## src/hw/rtl/bpq_pkg.sv

```systemverilog
// ----------------------------------------------------------------------------
// bpq_pkg
// Shared types, codes and defaults of the bounded priority queue.
// ----------------------------------------------------------------------------
package bpq_pkg;

  // default number of entries
  localparam int CAPACITY_DEF = 128;

  // field widths
  localparam int PRIO_W = 8;
  localparam int TAG_W  = 32;
  localparam int OCC_W  = 8;
  localparam int CFG_W  = 8;
  localparam int IDX_W  = 2;

  // threshold reset values
  localparam logic [CFG_W-1:0] CRITICAL_RST = 8'd15;
  localparam logic [CFG_W-1:0] SEVERE_RST   = 8'd10;
  localparam logic [CFG_W-1:0] MODERATE_RST = 8'd5;

  // register indexes
  localparam logic [IDX_W-1:0] REG_CRITICAL = 2'd0;
  localparam logic [IDX_W-1:0] REG_SEVERE   = 2'd1;
  localparam logic [IDX_W-1:0] REG_MODERATE = 2'd2;

  typedef enum logic {
    OP_INSERT  = 1'b0,
    OP_EXTRACT = 1'b1
  } op_t;

  typedef enum logic [1:0] {
    ST_INSERTED  = 2'd0,
    ST_FULL      = 2'd1,
    ST_EXTRACTED = 2'd2,
    ST_EMPTY     = 2'd3
  } status_t;

  typedef enum logic [1:0] {
    LVL_MILD     = 2'd0,
    LVL_MODERATE = 2'd1,
    LVL_SEVERE   = 2'd2,
    LVL_CRITICAL = 2'd3
  } level_t;

  // one stored entry
  typedef struct packed {
    logic [PRIO_W-1:0] prio;
    logic [TAG_W-1:0]  tag;
  } entry_t;

  // command broadcast to every cell
  typedef struct packed {
    logic   ins;
    logic   ext;
    entry_t ent;
  } cmd_t;

  // level thresholds
  typedef struct packed {
    logic [CFG_W-1:0] critical;
    logic [CFG_W-1:0] severe;
    logic [CFG_W-1:0] moderate;
  } cfg_t;

endpackage

```

## src/hw/rtl/bpq_cell.sv

```systemverilog
// ----------------------------------------------------------------------------
// bpq_cell
// One slot of the sorted entry chain; shifts toward the tail on insert and
// toward the head on extract.
// ----------------------------------------------------------------------------
module bpq_cell import bpq_pkg::*; (
  input  logic   clk,
  input  cmd_t   cmd,
  input  logic   valid,
  input  logic   prev_keep,
  input  entry_t prev_ent,
  input  entry_t next_ent,
  output entry_t ent,
  output logic   keep
);

  entry_t ent_next;

  // slot holds an entry that stays ahead of the new one (ties stay ahead)
  assign keep = valid && (ent.prio >= cmd.ent.prio);

  // pick hold, new entry or a neighbor's entry
  always_comb begin
    ent_next = ent;
    if (cmd.ins) begin
      if (!keep) begin
        ent_next = prev_keep ? cmd.ent : prev_ent;
      end
    end else if (cmd.ext) begin
      ent_next = next_ent;
    end
  end

  always_ff @(posedge clk) begin
    ent <= ent_next;
  end

endmodule

```

## config.mk

```make
export PLATFORM = sky130hd
export DESIGN_NAME = bpq_cell
export DESIGN_NICKNAME = d
export VERILOG_FILES = /design/src/hw/rtl/bpq_pkg.sv /design/src/hw/rtl/bpq_cell.sv
export SDC_FILE = /design/constraint.sdc
export NUM_CORES = 1
export LEC_CHECK = 0
export BUFFER_PORTS_ARGS = -buffer_cell sky130_fd_sc_hd__buf_2
export CAP_MARGIN = 20
export CORE_MARGIN = 3
export CORE_UTILIZATION = 41
export DETAILED_ROUTE_END_ITERATION = 10
export MAX_ROUTING_LAYER = met4
export PLACE_DENSITY = 0.86
export REMOVE_ABC_BUFFERS = 1
export SKIP_LAST_GASP = 1
export SLEW_MARGIN = 5
export SYNTH_ARGS = -nofsm -noshare
export SYNTH_HDL_FRONTEND = slang
export SYNTH_SLANG_ARGS = --single-unit
```

## constraint.sdc

```tcl
create_clock -name clk -period 4.2 [get_ports clk]
set_input_delay 0.84 -clock clk [delete_from_list [all_inputs] [get_ports clk]]
set_output_delay 0.84 -clock clk [all_outputs]
set_load 0.02 [all_outputs]
```

Word level (Yosys, flattened, before mapping)
Index checks and enable logic that the tools add are counted.

operators by class
  magnitude comparators = 1
  mux-type cells = 4
  reduce and logical (&&, ||, !) cells = 3
  eq/ne operators = 1

operators by type and width
  cell                                   number
  40-bit 2-to-1 mux                      4
  8-bit greater-or-equal comparator      1
  2-bit != test (second input constant)  1
  2-bit AND reduction                    1
  2-bit nonzero test                     1
  1-bit logical AND                      1

storage, ports and cells
  output and inout bits = 41
  logic and storage cells = 11
  input bits = 125
  register bits after elaboration = 40

Depth between registers and ports, before layout
  depth in word-level cells = 4
  depth in mapped cells = 6

Worst setup path before layout
Ideal clock, no wire load.

  kind = input -> register
  from = input cmd[36] in the netlist's numbering
  to = register ent[0] in the netlist's numbering (enable)
  required time = 3.789 ns
  path slack = 0.748 ns
  arrival time = 3.041 ns
  stages on the path = 6
  buffers on the path = 0
  setup time = 0.411 ns
  path through = inv_1 ha_1 or4_4 a21oi_2 o32ai_2 a21oi_2

on the way
  word-level cells in the longest chain between the ends = 4

RTL lines
  element                               RTL line        source
  start, declared                       bpq_cell.sv:8   input cmd_t cmd,
  8-bit greater-or-equal comparator     bpq_cell.sv:20  assign keep = valid && (ent.prio >= cmd.ent.prio);
  1-bit logical AND                     bpq_cell.sv:20
  named net keep                        bpq_cell.sv:14  output logic keep
  2-bit != test (no source line)        -
  2-bit AND reduction (no source line)  -
  end signal, assigned                  bpq_cell.sv:35  ent <= ent_next;
  end, declared                         bpq_cell.sv:13  output entry_t ent,

The timed path passes the listed nets, and every way through them passes these cells.
A chain may end at the register's enable or synchronous reset.

Final worst setup path
  from = input cmd[36] in the netlist's numbering
  to = output keep

on the way
  word-level cells in the longest chain between the ends = 2

RTL lines
  element                            RTL line
  8-bit greater-or-equal comparator  bpq_cell.sv:20
  1-bit logical AND                  bpq_cell.sv:20
  end, declared                      bpq_cell.sv:14

Every way passes these cells.

==> reports/metrics.csv <==
stage;metric;value;unit
layout;# fillers;443;
synth;Post-Syn Instances;203;
clock_network;Max H-tree Level;2;
clock_network;CTS Root Buffer Type;clkbuf_8;
worst_setup_path;Critical Path Source Type;input port;
clock_network;CTS clk-pin slew, worst paths;0.07;ns
worst_setup_path;worst-path cell chain;buf_2 -> inv_1 -> ha_1 -> or4_4 -> a21oi_2 -> o32ai_2 -> buf_2;
placed_design;DP HPWL;4.56;mm
floorplanning;Die Wd;80.0;µm
synth;syn avg cell area;11.1;µm²
clock_network;post-CTS setup buffers;0;
routing;Initial DRT Pass Iterations;4;
power_and_ir_drop;Power, Total;1.02;mW
clock_network;TritonCTS Buffers;5;
routing;Post-route DRC;0;
grt;pin count of the biggest net entering global routing;45;
layout;max FFs per register;40;
clock_network;clk sink count;40;
floorplanning;core box area;5200;µm²
synth;fraction of registers with async set/reset;0;%
floorplanning;die height;80.0;µm
layout;Final Instance Area;3210;µm²
synth;area leader, netlist;edfxtp_1;
floorplanning;die area;6400;µm²
worst_setup_path;critical path capture point type;output pin;
sta;Rel. slew slack;57.2;%
sta;post-route setup slack;1.21;ns
grt;grt ovf;0;
power_and_ir_drop;Pleak;1.61;nW
sta;final hold violation count;0;
clock_network;post-cts sizing count;0;
synth;Warnings, synthesis;0;
grt;vias in the first global route;1931;
layout;fin nets;497;
worst_setup_path;Arr. time, crit path;2.15;ns
power_and_ir_drop;VDD IR max;0.218;mV
floorplanning;row count;26;
job;MaxCap Viol Count;0;
worst_setup_path;CP max FO;2;
clock_network;Clock Latency Late Sink;0.28;ns
sta;worst slew pin tran;0.642;ns
routing;drt total wl;5.71;mm
clock_network;# hold bufs at CTS;0;
power_and_ir_drop;cell area power density;317;nW/µm²
floorplanning;I/O pin total;166;
routing;Initial DRC Count;55;
worst_setup_path;Crit Path Category;in -> out;
grt;first-pass GRT wire length;8.62;mm
placed_design;RePlAce Congestion;0.740;
sta;Tcrit/Tclk final;71.2;%
synth;register area share after synthesis;53.5;%
placed_design;Buffers on Ports;165;
floorplanning;initial core utilization;43.1;%
layout;Inserted Diodes;0;
status;outcome;finished, final reports clean;
synth;#FFs+latches synth;40;
synth;Area contributors post-synth;edfxtp_1, mux2i_1, a21oi_1;
worst_hold_path;HP Class;in -> reg;
worst_setup_path;Top cell by count, worst path;buf_2;
grt;GR Util All Layers;18.0;%
clock_network;Longest Clk Path Bufs;2;
sta;clk_skew;0.00201;ns
sta;setup_tns;0;ns
synth;Post-synth EDFFs;40;
clock_network;CTS tree;built;
layout;Largest regs;ent: 40 flops;
synth;top-area cell type share of the netlist area;53.5;%
synth;top_reg_cell synth;edfxtp_1;
layout;share of layout cells above drive strength 1;48.5;%
sta;RSZ-0062 raised after global routing;false;
synth;Mapped Area;2250;µm²
routing;Vias/cell;4.74;
sta;count of final setup violators;0;
sta;count of final max-slew check failures;0;
worst_setup_path;CP max-delay cell;or4_4;
routing;WL per Instance;13.1;µm
sta;Fmax;334;MHz
grt;initial antenna violation count;0;
placed_design;dpl ws;1.20;ns
layout;largest reg by FF count;ent;
placed_design;Post-DP Area;3110;µm²
routing;DRT antenna net count;0;
synth;commonest cells in the synthesized netlist;a21oi_1, nor2_1, edfxtp_1, mux2i_1, inv_1;
worst_setup_path;CP max stage delay;0.54;ns
routing;DR vias;2061;
layout;Area Overhead vs Synth;43.1;%
synth;Unique masters post-synth;16;
sta;fin crit period;2.99;ns
worst_setup_path;worst path required time;3.36;ns
synth;most frequent cell after synthesis;a21oi_1;
-- cell usage in the layout (no fill, tap or decap), drive strengths merged --
master and instances:
buf 168, a21oi 44, nor2 41, mux2i 40, edfxtp 40, inv 9
ha 8, clkbuf 7, a21o 2, nand2b 1, or4 1, nand3 1
o211ai 1, o32ai 1, clkinv 1
-- layout make-up --
| class | count | area (µm²) | area share [%] |
|---|---|---|---|
| sequential | 40 | 1200 | 37.4 |
| multi-input combinational | 140 | 951 | 29.6 |
| timing repair buffer | 168 | 861 | 26.8 |
| tap | 70 | 87.6 | 2.72 |
| clock buffer | 7 | 76.3 | 2.37 |
| inverter | 9 | 33.8 | 1.05 |
| clock inverter | 1 | 3.75 | 0.117 |
-- critical path, delay by kind of cell --
kind	cells	cell delay (ns)
adders and majority gates	1	0.20
AOI/OAI and AO/OA	2	0.27
buffers and inverters	3	0.31
and+or+nand+nor	1	0.54
-- report_power, final --
group / total [mW] / internal [mW] / switching, mW
clock: 0.234 / 0.116 / 0.118
combinational: 0.279 / 0.118 / 0.161
sequential: 0.507 / 0.495 / 0.0117
total: 1.02 / 0.729 / 0.291
-- logic make-up after synthesis --
logic type,after synthesis,share of synthesized area (%)
DFF,40,53.5
and+or+nand+nor,44,7.86
buffers and inverters,23,4.51
adders and majority gates,8,4.46
AOI/OAI and AO/OA,48,11.9
muxes,40,17.8
-- worst paths after layout --
check / cells past startpoint / startpoint / slack (ns) / to
worst max-delay path: 7 / cmd[36] / 1.21 / keep
worst min-delay path: 3 / next_ent[17] / 0.87 / ent[17]$_DFFE_PP_
worst max register to register: 6 / ent[36]$_DFFE_PP_ / 1.82 / ent[21]$_DFFE_PP_
worst min register to register: 5 / ent[39]$_DFFE_PP_ / 1.34 / ent[38]$_DFFE_PP_
-- layer usage --
layer	global-route usage (%)	wire, µm	vias to the layer above	share of wire [%]
met4	5.07	58	0	1.0
met3	6.09	488	6	8.6
met2	33.2	3160	85	55
li1	-	-	1060	-
met1	17.9	2000	910	35
met5	-	0	-	0
-- stage by stage --
step	std cells	hold WS [ns]	util (%)
global route	435	0.873	61.8
CTS	434	0.862	61.4
detailed placement	426	1.16	59.8
floorplan	189	1.05	-
finish	435	0.873	61.8
global placement	426	1.16	59.8
No activity file was read; power rests on OpenSTA's default activity.
