$ cat config.mk
export PLATFORM = sky130hd
export DESIGN_NAME = bpq_level
export DESIGN_NICKNAME = d
export VERILOG_FILES = /design/src/hw/rtl/bpq_pkg.sv /design/src/hw/rtl/bpq_level.sv
export SDC_FILE = /design/constraint.sdc
export NUM_CORES = 1
export LEC_CHECK = 0
export BUFFER_PORTS_ARGS = -buffer_cell sky130_fd_sc_hd__buf_2
export CORE_MARGIN = 5
export CORE_UTILIZATION = 48
export DETAILED_ROUTE_END_ITERATION = 10
export PLACE_DENSITY = 0.85
export SYNTH_ARGS = -nofsm -noshare
export SYNTH_HDL_FRONTEND = slang
export SYNTH_SLANG_ARGS = --single-unit
$ cat constraint.sdc
create_clock -name vclk -period 2.4
set_clock_uncertainty 0.05 [all_clocks]
set_input_delay 0.48 -clock vclk [all_inputs]
set_output_delay 0.48 -clock vclk [all_outputs]
set_load 0.05 [all_outputs]
$ cat src/hw/rtl/bpq_pkg.sv
// ----------------------------------------------------------------------------
// bpq_pkg
// Shared types, codes and defaults of the bounded priority queue.
// ----------------------------------------------------------------------------
package bpq_pkg;

  // default number of entries
  localparam int CAPACITY_DEF = 128;

  // field widths
  localparam int PRIO_W = 8;
  localparam int TAG_W  = 32;
  localparam int OCC_W  = 8;
  localparam int CFG_W  = 8;
  localparam int IDX_W  = 2;

  // threshold reset values
  localparam logic [CFG_W-1:0] CRITICAL_RST = 8'd15;
  localparam logic [CFG_W-1:0] SEVERE_RST   = 8'd10;
  localparam logic [CFG_W-1:0] MODERATE_RST = 8'd5;

  // register indexes
  localparam logic [IDX_W-1:0] REG_CRITICAL = 2'd0;
  localparam logic [IDX_W-1:0] REG_SEVERE   = 2'd1;
  localparam logic [IDX_W-1:0] REG_MODERATE = 2'd2;

  typedef enum logic {
    OP_INSERT  = 1'b0,
    OP_EXTRACT = 1'b1
  } op_t;

  typedef enum logic [1:0] {
    ST_INSERTED  = 2'd0,
    ST_FULL      = 2'd1,
    ST_EXTRACTED = 2'd2,
    ST_EMPTY     = 2'd3
  } status_t;

  typedef enum logic [1:0] {
    LVL_MILD     = 2'd0,
    LVL_MODERATE = 2'd1,
    LVL_SEVERE   = 2'd2,
    LVL_CRITICAL = 2'd3
  } level_t;

  // one stored entry
  typedef struct packed {
    logic [PRIO_W-1:0] prio;
    logic [TAG_W-1:0]  tag;
  } entry_t;

  // command broadcast to every cell
  typedef struct packed {
    logic   ins;
    logic   ext;
    entry_t ent;
  } cmd_t;

  // level thresholds
  typedef struct packed {
    logic [CFG_W-1:0] critical;
    logic [CFG_W-1:0] severe;
    logic [CFG_W-1:0] moderate;
  } cfg_t;

endpackage

$ cat src/hw/rtl/bpq_level.sv
// ----------------------------------------------------------------------------
// bpq_level
// Classifies a priority against the three thresholds, critical tested first.
// ----------------------------------------------------------------------------
module bpq_level import bpq_pkg::*; (
  input  cfg_t              cfg,
  input  logic [PRIO_W-1:0] prio,
  output level_t            level
);

  // first threshold met decides
  always_comb begin
    if (prio >= cfg.critical) begin
      level = LVL_CRITICAL;
    end else if (prio >= cfg.severe) begin
      level = LVL_SEVERE;
    end else if (prio >= cfg.moderate) begin
      level = LVL_MODERATE;
    end else begin
      level = LVL_MILD;
    end
  end

endmodule

; ---- After elaboration in Yosys (flattened, before gate mapping)
; Cells that the tools add are included.
[op_classes]
addsub = 0
n_mul = 0
div = 0
n_lt_le_gt_ge = 3
n_eq_ne = 0
n_shift = 0
mux = 3
bitwise = 0
reduce_logical = 0
[ops]
columns = cell, count
row1 = $ge 8x8->1, 3
row2 = $mux 2, 2
row3 = $mux 1, 1
[word_totals]
register_bits = 0
latch_bits = 0
ramBits = 0
romBits = 0
input_bits = 32
memories = 0

; ---- Longest topological paths before layout
; Gate-level depths: netlist of the first run.
[logic_depth]
word_depth = 4
ltp_mapped = 7
mapped_depth_nobuf = 7

; ---- Worst setup path before layout of the first run
; OpenSTA, ideal clock, no wires.
[synth_timing]
path_type = input -> output
from = in prio[0]
to = out level[0]
arrival_time_ps = 2043
slack_ps = -173
cell_stages = 7
cell_sequence = inv_1 -> ha_1 -> nand2b_4 -> a2111oi_4 -> nor4_1 -> a2111oi_4 -> a21bo_1
[synth_between]
elab_chain_cells = 4
word_cells_on_any_way = 6
cone_classes = order compare: 3 / mux: 3
[synth_rtl]
columns = item, line_no
row1 = "start, declared", bpq_level.sv:7  ; input logic [PRIO_W-1:0] prio,
row2 = $ge 8x8->1, bpq_level.sv:17  ; end else if (prio >= cfg.moderate) begin
row3 = $mux 1, bpq_level.sv:17
row4 = $mux 2, bpq_level.sv:15  ; end else if (prio >= cfg.severe) begin
row5 = $mux 2 (*), bpq_level.sv:13  ; if (prio >= cfg.critical) begin
row6 = "end, declared", bpq_level.sv:8  ; output level_t level
; Every way passes the cells marked *; elsewhere a longest branch is shown, timed or not.

; ---- Worst setup path after layout of the first run
; Same ends and word-level chain as after synthesis.

==> flow_summary.json, run 1 <==
{
  "violations": "negative setup slack",
  "place_congestion": 0.748,
  "core_area_sq_um": 1270,
  "mostFrequentLayoutCell": "buf_2",
  "ys_seq_area_frac": 0,
  "drt-initial-drc-count": 7,
  "die_h_microns": 46.4,
  "setup_violations": 2,
  "relSlewSlack": 0.755,
  "cap_violations": 0,
  "synth_nets": 132,
  "min_period_ns": 2.57,
  "portBuffers": 34,
  "ctsHoldBuffers": 0,
  "overflow": 0,
  "status": "finished with violations",
  "crit_required_ns": 1.87,
  "crit_type": "in2out",
  "viasPerCell": 5.26,
  "crit_path_cell_trace": "buf_8, inv_8, ha_4, nand2b_4, a21o_1, a2111oi_4, o31a_2, a21bo_4, buf_8",
  "worstSetupEndpointType": "primary output",
  "slew_viol_final": 0,
  "period_share": 1.07,
  "final-seq-area_sq_um": 0,
  "fmax_mhz": 389,
  "antenna_cells": 0,
  "nets": 174,
  "nClkBuffers": 0,
  "synth.largest_area_cell": "ha_1",
  "die-area_sq_um": 2150,
  "holdCritStartpoint": "prio[7]",
  "hold_class": "in2out",
  "drive_above_1_share": 0.457,
  "yosys_warnings": 0,
  "hold_ws_ns": 1.61,
  "ant_nets": 0,
  "arrival_ns": 2.04,
  "seq_cell_count": 0,
  "num_io_pins": 34,
  "rsz0062_at_grt": "yes",
  "hold_viol": 0,
  "power_uw": 214,
  "use_met2": 0.382,
  "cp_slowest_cell": "a2111oi_4",
  "leakagePower_uw": 0.000566,
  "grt_pass1_vias": 721,
  "final_cells": 131,
  "grt_first_pass_wirelength_microns": 2860,
  "tightest_slew_ns": 0.364,
  "routedWlPerCell_microns": 13.7,
  "die_w_microns": 46.4,
  "ir_drop_v": 0.000159,
  "dp_cells": 130,
  "placementRows": 13,
  "cp-start-kind": "input pin",
  "cp_common_cell": "buf_8",
  "grt_start_max_net_pins": 4,
  "drc": 0,
  "wl_microns": 1800,
  "syn_inst": 76,
  "syn_to_final_growth_pct": 52.2,
  "grt_usage": 0.179,
  "yosys.area.top_type_share": 0.472,
  "vias": 689,
  "avgSynthCellArea_sq_um": 8.36,
  "firstDrtPassIters": 4,
  "fin_ws_ns": -0.172,
  "nFillCells": 93,
  "grtUsageMet3": 0.0156,
  "final_cell_mix": "31 x buf_2, 21 x inv_1, 21 x ha_1",
  "dpl.hpwl_microns": 1500,
  "use_met1": 0.186,
  "antenna_found_initial": 0,
  "crit_family": "compound AO/OA/AOI/OAI gates",
  "multiInputGateArea_sq_um": 613,
  "critical_path_peak_fanout": 3,
  "cp.buffers_inverters": 3,
  "initial_core_util": 0.501,
  "top_usage_layer": "met2",
  "slowest_delay_ns": 0.34,
  "synthTopCellsByArea": "ha_1 47%, a2111oi_4 13%, inv_1 13%",
  "critPathLaunch": "prio[0]",
  "synth.distinct_cells": 19,
  "syn-cell-area_sq_um": 636,
  "p_per_area_nw_per_um2": 221
}
-- per-layer routing --
metal	share of wire	vias up
li1	-	346
met1	0.36	306
met2	0.55	35
met3	0.087	2
met4	0.0078	0
met5	0	-
-- per-stage QoR --
step / util / area [sq um] / TNS, ns / worst slack, ns
global route: 0.762 / 967 / -0.432 / -0.230
finish: 0.762 / 967 / -0.302 / -0.172
detailed placement: 0.686 / 871 / -0.669 / -0.358
floorplan: - / 644 / 0 / 0.00242
CTS: 0.745 / 945 / -0.462 / -0.240
global placement: 0.686 / 871 / -0.523 / -0.275
-- area by class of cell --
cell class | count | share of cell area
repair buffers | 40 | 0.254
well taps | 15 | 0.0194
multi-input cells | 54 | 0.634
inverters | 22 | 0.0931
-- repair_timing --
| action | in CTS | in global routing |
|---|---|---|
| resized for setup | 15 | 2 |
| endpoints found under the setup margin | 2 | 2 |
| pin swaps | 8 | 4 |
| buffers inserted | 0 | 1 |
-- Yosys cell counts --
cell	n
nand2b_1	2
nand4_1	1
o21ai_0	1
a211o_1	1
a21o_1	2
a21bo_1	1
a21oi_1	4
nand2b_4	1
inv_1	22
nand2_1	4
nor4_1	1
nor3_1	1
nor2_1	3
a2111oi_4	3
a211oi_1	1
o21a_1	2
o31a_2	1
o2111ai_1	1
ha_1	24
-- where the power goes --
part | leakage, uW | switching (uW) | internal (uW)
Clock | 0 | 0 | 0
Combinational | 0.000566 | 102 | 112
Sequential | 0 | 0 | 0
-- cell families (layout without fill, tap and decap cells) --
logic type      Yosys count  after routing  share of synthesized area
compound gates           17             17                      0.287
simple gates             13             13                      0.110
fa+ha+maj                24             24                      0.472
buf+inv                  22             62                      0.130
-- path summary, 6_finish.rpt --
check | to | depth (start not counted)
setup / recovery | level[0] | 9
hold / removal | level[1] | 6
No activity file was read; power rests on OpenSTA's default activity.
==> run 2: changes to the inputs <==
--- a/constraint.sdc
+++ b/constraint.sdc
@@ -4,2 +4,2 @@
 set_output_delay 0.48 -clock vclk [all_outputs]
-set_load 0.05 [all_outputs]
+set_load 0.005 [all_outputs]
==> flow_summary.json, run 2 (synthesis gave the netlist of run 1 again) <==
{
  "hold_ws_ns": 1.45,
  "period_share": 1.01,
  "dpl.hpwl_microns": 1290,
  "final_cell_mix": "33 x buf_2, 21 x inv_1, 21 x ha_1",
  "crit_type": "in2out",
  "syn_to_final_growth_pct": 43.7,
  "min_period_ns": 2.42,
  "status": "finished with violations",
  "multiInputGateArea_sq_um": 616,
  "place_congestion": 0.751,
  "routedWlPerCell_microns": 12.3,
  "hold_class": "in2out",
  "initial_core_util": 0.501,
  "firstDrtPassIters": 1,
  "ir_drop_v": 0.0000912,
  "num_io_pins": 34,
  "dp_cells": 126,
  "core_area_sq_um": 1270,
  "leakagePower_uw": 0.000543,
  "grt_pass1_vias": 667,
  "nFillCells": 104,
  "relSlewSlack": 0.765,
  "rsz0062_at_grt": "yes",
  "setup_violations": 1,
  "mostFrequentLayoutCell": "buf_2",
  "die-area_sq_um": 2150,
  "cap_violations": 0,
  "nClkBuffers": 0,
  "cp-start-kind": "input pin",
  "final-seq-area_sq_um": 0,
  "seq_cell_count": 0,
  "arrival_ns": 1.89,
  "grt_usage": 0.159,
  "viasPerCell": 5.10,
  "antenna_found_initial": 0,
  "grt_start_max_net_pins": 4,
  "tightest_slew_ns": 0.350,
  "drt-initial-drc-count": 0,
  "crit_required_ns": 1.87,
  "critical_path_peak_fanout": 3,
  "violations": "negative setup slack",
  "final_cells": 127,
  "p_per_area_nw_per_um2": 182,
  "power_uw": 166,
  "nets": 170,
  "wl_microns": 1570,
  "slew_viol_final": 0,
  "ctsHoldBuffers": 0,
  "antenna_cells": 0,
  "die_h_microns": 46.4,
  "ant_nets": 0,
  "tns_ns": -0.0152,
  "utilization": 0.720,
  "drive_above_1_share": 0.438,
  "hold_viol": 0,
  "die_w_microns": 46.4,
  "placementRows": 13,
  "worstSetupEndpointType": "primary output",
  "portBuffers": 34,
  "drc": 0,
  "fmax_mhz": 414,
  "grt_first_pass_wirelength_microns": 2520,
  "overflow": 0,
  "vias": 648,
  "fin_ws_ns": -0.0152
}
-- run 2: cell count changes in the layout (fill, tap and decap cells not counted), sizes merged --
cell	previous run	this run
buf	40	36
-- run 2: through the flow --
step / cell area [sq um] / setup slack (ns)
global route: 913 / -0.0823
detailed placement: 832 / -0.214
finish: 913 / -0.0152
global placement: 832 / -0.176
floorplan: 636 / 0.0747
CTS: 910 / -0.0193
-- run 2: final timing paths --
check                from  endpoint  cells past startpoint  slack [ns]
hold / removal    prio[7]  level[1]                      5        1.45
setup / recovery  prio[0]  level[0]                      9       -0.02
-- run 2: cell type report --
cell class	count	area share
inverter	22	0.0959
multi-input combinational	54	0.674
tap	15	0.0205
timing repair buffer	36	0.210
-- run 2: worst max-delay path: stages --
cell and delay (ns):
buf_6 0.10, inv_6 0.06, ha_4 0.19, nand2b_4 0.14
a2111oi_4 0.31, nor4_2 0.11, a2111oi_4 0.23, a21bo_1 0.16
buf_2 0.11
-- run 2: report_power, final --
group / switching, uW / total, uW / internal [uW]
Sequential: 0 / 0 / 0
Combinational: 74.6 / 166 / 91.7
Clock: 0 / 0 / 0
-- run 2: what timing repair did --
item	CTS	global route
setup endpoints to repair	2	2
gates resized for setup	11	1
pin swaps	10	0
buffers inserted	1	0
-- run 2: metal layers --
metal	GRT usage	wire length (microns)	vias to the layer above
li1	-	-	336
met2	0.346	847	26
met5	0	0	-
met1	0.164	556	286
met3	0.0156	164	0
met4	0	0	0
